## config.mk

```make
export PLATFORM = sky130hd
export DESIGN_NAME = fftc_rot
export DESIGN_NICKNAME = d
export VERILOG_FILES = /design/src/rtl/core/foc_frame_transform_chain_defines.svh /design/src/rtl/core/fftc_pkg.sv /design/src/rtl/core/fftc_rot.sv
export SDC_FILE = /design/constraint.sdc
export NUM_CORES = 2
export LEC_CHECK = 0
export BUFFER_PORTS_ARGS = -buffer_cell sky130_fd_sc_hd__buf_2
export CAP_MARGIN = 20
export CORE_ASPECT_RATIO = 1.25
export CORE_UTILIZATION = 55
export DETAILED_ROUTE_END_ITERATION = 10
export PLACE_DENSITY = 0.82
export SLEW_MARGIN = 20
export SYNTH_ARGS = -nofsm -noshare
export SYNTH_HDL_FRONTEND = slang
export SYNTH_SLANG_ARGS = --single-unit
```

## constraint.sdc

```tcl
create_clock -name vclk -period 21.4
set_input_delay 1.07 -clock vclk [all_inputs]
set_output_delay 1.07 -clock vclk [all_outputs]
set_load 0.02 [all_outputs]
```

## src/rtl/core/foc_frame_transform_chain_defines.svh

```systemverilog
// ----------------------------------------------------------------------------
// foc_frame_transform_chain_defines.svh
// Assertion macros for the FOC frame transform chain.
// ----------------------------------------------------------------------------
`ifndef FOC_FRAME_TRANSFORM_CHAIN_DEFINES_SVH
`define FOC_FRAME_TRANSFORM_CHAIN_DEFINES_SVH

`ifndef SYNTHESIS

`define FFTC_ASSERT(lbl, prop, msg) \
  lbl: assert property (@(posedge clk_i) disable iff (!rst_ni) prop) else $error(msg);

`define FFTC_ASSERT_ALWAYS(lbl, prop, msg) \
  lbl: assert property (@(posedge clk_i) prop) else $error(msg);

`else

`define FFTC_ASSERT(lbl, prop, msg)

`define FFTC_ASSERT_ALWAYS(lbl, prop, msg)

`endif

`endif

```

## src/rtl/core/fftc_pkg.sv

```systemverilog
// ----------------------------------------------------------------------------
// fftc_pkg
// Types, constants and rounding/saturation helpers of the transform chain.
// ----------------------------------------------------------------------------
package fftc_pkg;

  localparam int unsigned DataW  = 16;
  localparam int unsigned SumW   = 34;
  localparam int unsigned RndW   = SumW - 15;
  localparam int unsigned InW    = 9 * DataW;
  localparam int unsigned OutW   = 11 * DataW;
  localparam int unsigned CfgIdxW = 2;

  localparam logic [CfgIdxW-1:0] CfgCompSin = 2'd0;
  localparam logic [CfgIdxW-1:0] CfgCompCos = 2'd1;

  localparam logic signed [DataW-1:0] CompSinRst   = 16'sd0;
  localparam logic signed [DataW-1:0] CompCosRst   = 16'sd32767;
  localparam logic signed [DataW-1:0] InvSqrt3     = 16'sd18919;
  localparam logic signed [DataW-1:0] HalfSqrt3    = 16'sd28378;

  typedef logic signed [DataW-1:0] smp_t;
  typedef logic signed [RndW-1:0]  rnd_t;

  typedef struct packed {
    smp_t al;
    smp_t be;
    smp_t rs;
    smp_t rc;
    smp_t ps;
    smp_t pc;
    smp_t ud;
    smp_t uq;
  } s1_t;

  typedef struct packed {
    smp_t al;
    smp_t be;
    smp_t rs;
    smp_t rc;
    smp_t id;
    smp_t iq;
    smp_t sp;
    smp_t cp;
    smp_t ud;
    smp_t uq;
  } s2_t;

  typedef struct packed {
    smp_t al;
    smp_t be;
    smp_t rs;
    smp_t rc;
    smp_t id;
    smp_t iq;
    smp_t av;
    smp_t bv;
    smp_t pa;
    smp_t pb;
  } s3_t;

  // round half up: floor((x + 2^14) / 2^15)
  function automatic rnd_t rnd15(input logic signed [SumW-1:0] x);
    logic signed [SumW-1:0] t;
    t = x + SumW'(16384);
    return t[SumW-1:15];
  endfunction

  function automatic smp_t sat16(input rnd_t x);
    if (x > RndW'(32767)) begin
      return 16'sd32767;
    end else if (x < -RndW'(32768)) begin
      return -16'sd32768;
    end
    return x[DataW-1:0];
  endfunction

  function automatic smp_t satu(input rnd_t x);
    if (x > RndW'(32767)) begin
      return 16'sd32767;
    end else if (x < -RndW'(32767)) begin
      return -16'sd32767;
    end
    return x[DataW-1:0];
  endfunction

endpackage

```

## src/rtl/core/fftc_rot.sv

```systemverilog
// ----------------------------------------------------------------------------
// fftc_rot
// Rotation kernel: p = x*c - y*s, q = x*s + y*c, each rounded to Q15.
// ----------------------------------------------------------------------------
module fftc_rot import fftc_pkg::*; (
  input  smp_t x_i,
  input  smp_t y_i,
  input  smp_t c_i,
  input  smp_t s_i,
  output rnd_t p_o,
  output rnd_t q_o
);

  logic signed [2*DataW-1:0] xc, ys, xs, yc;
  logic signed [SumW-1:0]    p_sum, q_sum;

  assign xc = x_i * c_i;
  assign ys = y_i * s_i;
  assign xs = x_i * s_i;
  assign yc = y_i * c_i;

  assign p_sum = SumW'(xc) - SumW'(ys);
  assign q_sum = SumW'(xs) + SumW'(yc);

  assign p_o = rnd15(p_sum);
  assign q_o = rnd15(q_sum);

endmodule

```

Yosys cells after proc, flatten, opt, wreduce, memory -nomap -nowiden:

Cells that the tools add are included.

* add/subtract/negate cells: 4
* multiply operators: 4

Operators by type and width (number)
* multiplier 16 x 16 -> 32 bit: 4
* adder 33 x 16 -> 34 bit (second input constant): 2
* adder 32 x 32 -> 33 bit: 1
* subtractor 32 x 32 -> 33 bit: 1

* register bits: 0
* input port bits: 64
* output and inout bits: 38
* word-level logic and storage cells: 8

Depth between registers and ports, before layout:

* depth in word-level cells: 3
* mapped depth: 28
* gate-level depth less buffers: 27

Worst setup path after synthesis:

Ideal clock, no wire load.

* path type: in2out
* start: input y_i[15]
* end: output p_o[18]
* arrival time: 8137 ps
* data required time: 20330 ps
* setup slack: 12193 ps
* stages on the path: 26
* path buffers: 1
* cell sequence: clkbuf_1 nand2_1 inv_1 fa_1 inv_1 fa_1 inv_1 fa_1 inv_1 fa_1 fa_1 fa_1 fa_1 inv_1 fa_1 inv_1 ha_1 and3_1 and3_2 a22o_4 a21o_4 a21oi_4 a21oi_4 a21oi_4 o311ai_2 xnor2_1

* cells in the longest elaborated chain, start to end: 3

RTL lines
* start, declared: RTL line fftc_rot.sv:7 `input smp_t y_i,`
* multiplier 16 x 16 -> 32 bit: RTL line fftc_rot.sv:18 `assign ys = y_i * s_i;`
* subtractor 32 x 32 -> 33 bit: RTL line fftc_rot.sv:22 `assign p_sum = SumW'(xc) - SumW'(ys);`
* adder 33 x 16 -> 34 bit: RTL line fftc_pkg.sv:65 `t = x + SumW'(16384);`
* end, declared: RTL line fftc_rot.sv:10 `output rnd_t p_o,`

No other way between the ends.

Final worst setup path:

* start: input c_i[0]
* end: output q_o[18]

* cells in the longest elaborated chain, start to end: 3

RTL lines
* start, declared: RTL line fftc_rot.sv:8 `input smp_t c_i,`
* multiplier 16 x 16 -> 32 bit: RTL line fftc_rot.sv:20 `assign yc = y_i * c_i;`
* adder 32 x 32 -> 33 bit: RTL line fftc_rot.sv:23 `assign q_sum = SumW'(xs) + SumW'(yc);`
* adder 33 x 16 -> 34 bit: RTL line fftc_pkg.sv:65
* end, declared: RTL line fftc_rot.sv:11 `output rnd_t q_o`

No other way between the ends.

==> impl_metrics.ini <==
[sta]
fin_crit_sh = 0.483
tightest_slew_ns = 0.874
rsz0062_at_grt = false
fmax_mhz = 96.8
slew_headroom = 0.418
tns_ns = 0
finalMaxSlewViolations = 0
hold_viol = 0
finalSetupViolCount = 0
period_needed_ns = 10.33
whs_ns = 3.70

[run]
maxCapViolCount = 0

[place]
io_buffer_count = 102
hpwl_um = 72900
gp_congestion = 0.884
place_inst = 5141

[synthesis]
yosysWarningCount = 0
ys_types = 52
yosysMostFrequentCell = inv_1
synth_cells = 4264
synth_seq_area_share = 0
yosys-top-cells-count = inv_1 (1311), fa_1 (1192), nand2_1 (514)
mappedNetlistNets = 5825
synth_top_cell_area_share = 0.595
synthTopCellsByArea = fa_1 (60%), inv_1 (12%), ha_1 (9.5%), and2_1 (7.1%), nand2_1 (4.8%)
syn_avg_cell_area_um2 = 9.40
mappedNetlistArea_um2 = 40100
synth_top_cell_by_area = fa_1

[grt]
grt-ovfl-total = 0
antenna_found_initial = 4
grt_pass1_wl_um = 156000
grt_max_degree = 33
grtUsageTotal = 0.265
grt_pass1_vias = 31800

[die]
start_util = 0.556
fp.dieH_um = 304
dieArea_um2 = 74000
num_rows = 110
die_w_um = 244
coreArea_um2 = 72100
io_pins = 102

[setup_path]
slowest_stage = nand2_1
max_stage_delay_ns = 0.61
endpoint_kind = primary output
path_delay_family = adder cells
crit_top_cell = fa_1
start_kind = input port
worstPathRequired_ns = 20.33
path_buf_inv = 7
crit_arrival_ns = 9.26
worstPathMaxFanout = 31
critPathKind = input port to primary output

[route]
vias = 27400
drt_iter0_drc = 1516
wl_per_cell_um = 17.6
drcViolationCount = 0
viasPerCell = 5.34
wirelength_um = 90700
dr.pass1.iters = 6
drtAntennaViolNets = 0

[finish]
multi_input_comb_area_um2 = 34500
seq_area_um2 = 0
seq_cells = 0
finalNetCount = 5752
fillCellCount = 6135
drive_above_1_share = 0.0329
area_growth_pct = 2.74
clockBufferCount = 0
final_cells = 5142

[cts]
cts_setup_buffers = 0
cts_resized = 0
cts_hold_buffers = 0

[status]
status = complete, no violations

[hold_path]
hp-class = input port to primary output
-- layout by cell type (no fill, tap or decap), drive strengths merged, types with 3 or more instances in the layout --
master	synthesis	routed
ha	305	305
a21oi	34	34
buf	1	118
nor2	54	54
o21ai	23	23
nand4	6	6
xor2	20	20
a21o	14	14
xnor2	45	45
nand3	4	4
o31ai	5	5
nand2b	39	39
a211oi	4	4
and3	5	5
inv	1311	1311
nand2	514	514
fa	1192	1192
and2b	3	3
nor3	4	4
a31oi	3	3
and2	457	457
o21a	5	5
-- cell type report --
type,instances,share of cell area
Tap cell,952,0.0289
Multi-Input combinational cell,2760,0.836
Inverter,1311,0.119
Timing Repair Buffer,118,0.0153
Antenna cell,1,0.0000607
-- path summary, 6_finish.rpt --
kind / from / endpoint / slack (ns) / cells after the start
setup / recovery: c_i[0] / q_o[18] / 11.07 / 26
hold / removal: c_i[0] / p_o[0] / 3.70 / 8
-- metal layers --
metal | share of wire | global-route usage | vias to the layer above
li1 | - | - | 11600
met1 | 0.35 | 0.320 | 14600
met2 | 0.53 | 0.481 | 962
met3 | 0.052 | 0.0180 | 263
met4 | 0.060 | 0.127 | 8
met5 | 0.00053 | 0 | -
-- stage by stage --
step / cell area, µm² / setup slack, ns / utilization
2_1_floorplan: 40100 / 12.19 / -
3_3_place_gp: 41200 / 11.40 / 0.571
3_5_place_dp: 41200 / 11.15 / 0.571
4_1_cts: 41200 / 11.12 / 0.571
5_1_grt: 41200 / 10.74 / 0.571
6_report: 41200 / 11.07 / 0.571
-- tightest hold or removal path, stage by stage --
cell and delay, ns:
buf_2 0.31, nand2_1 0.21, fa_1 0.22, fa_1 0.16, inv_1 0.04, ha_1 0.35, xnor2_1 0.09, buf_2 0.17
-- kinds of logic after synthesis --
kind of cell / share of synthesized area
buf+inv: 0.141
fa+ha+maj: 0.690
simple gates: 0.136
compound gates: 0.0191
xor+xnor: 0.0142
Power is not shown: default switching activity piles up to over one toggle a cycle in this logic, so the estimate is an artifact.
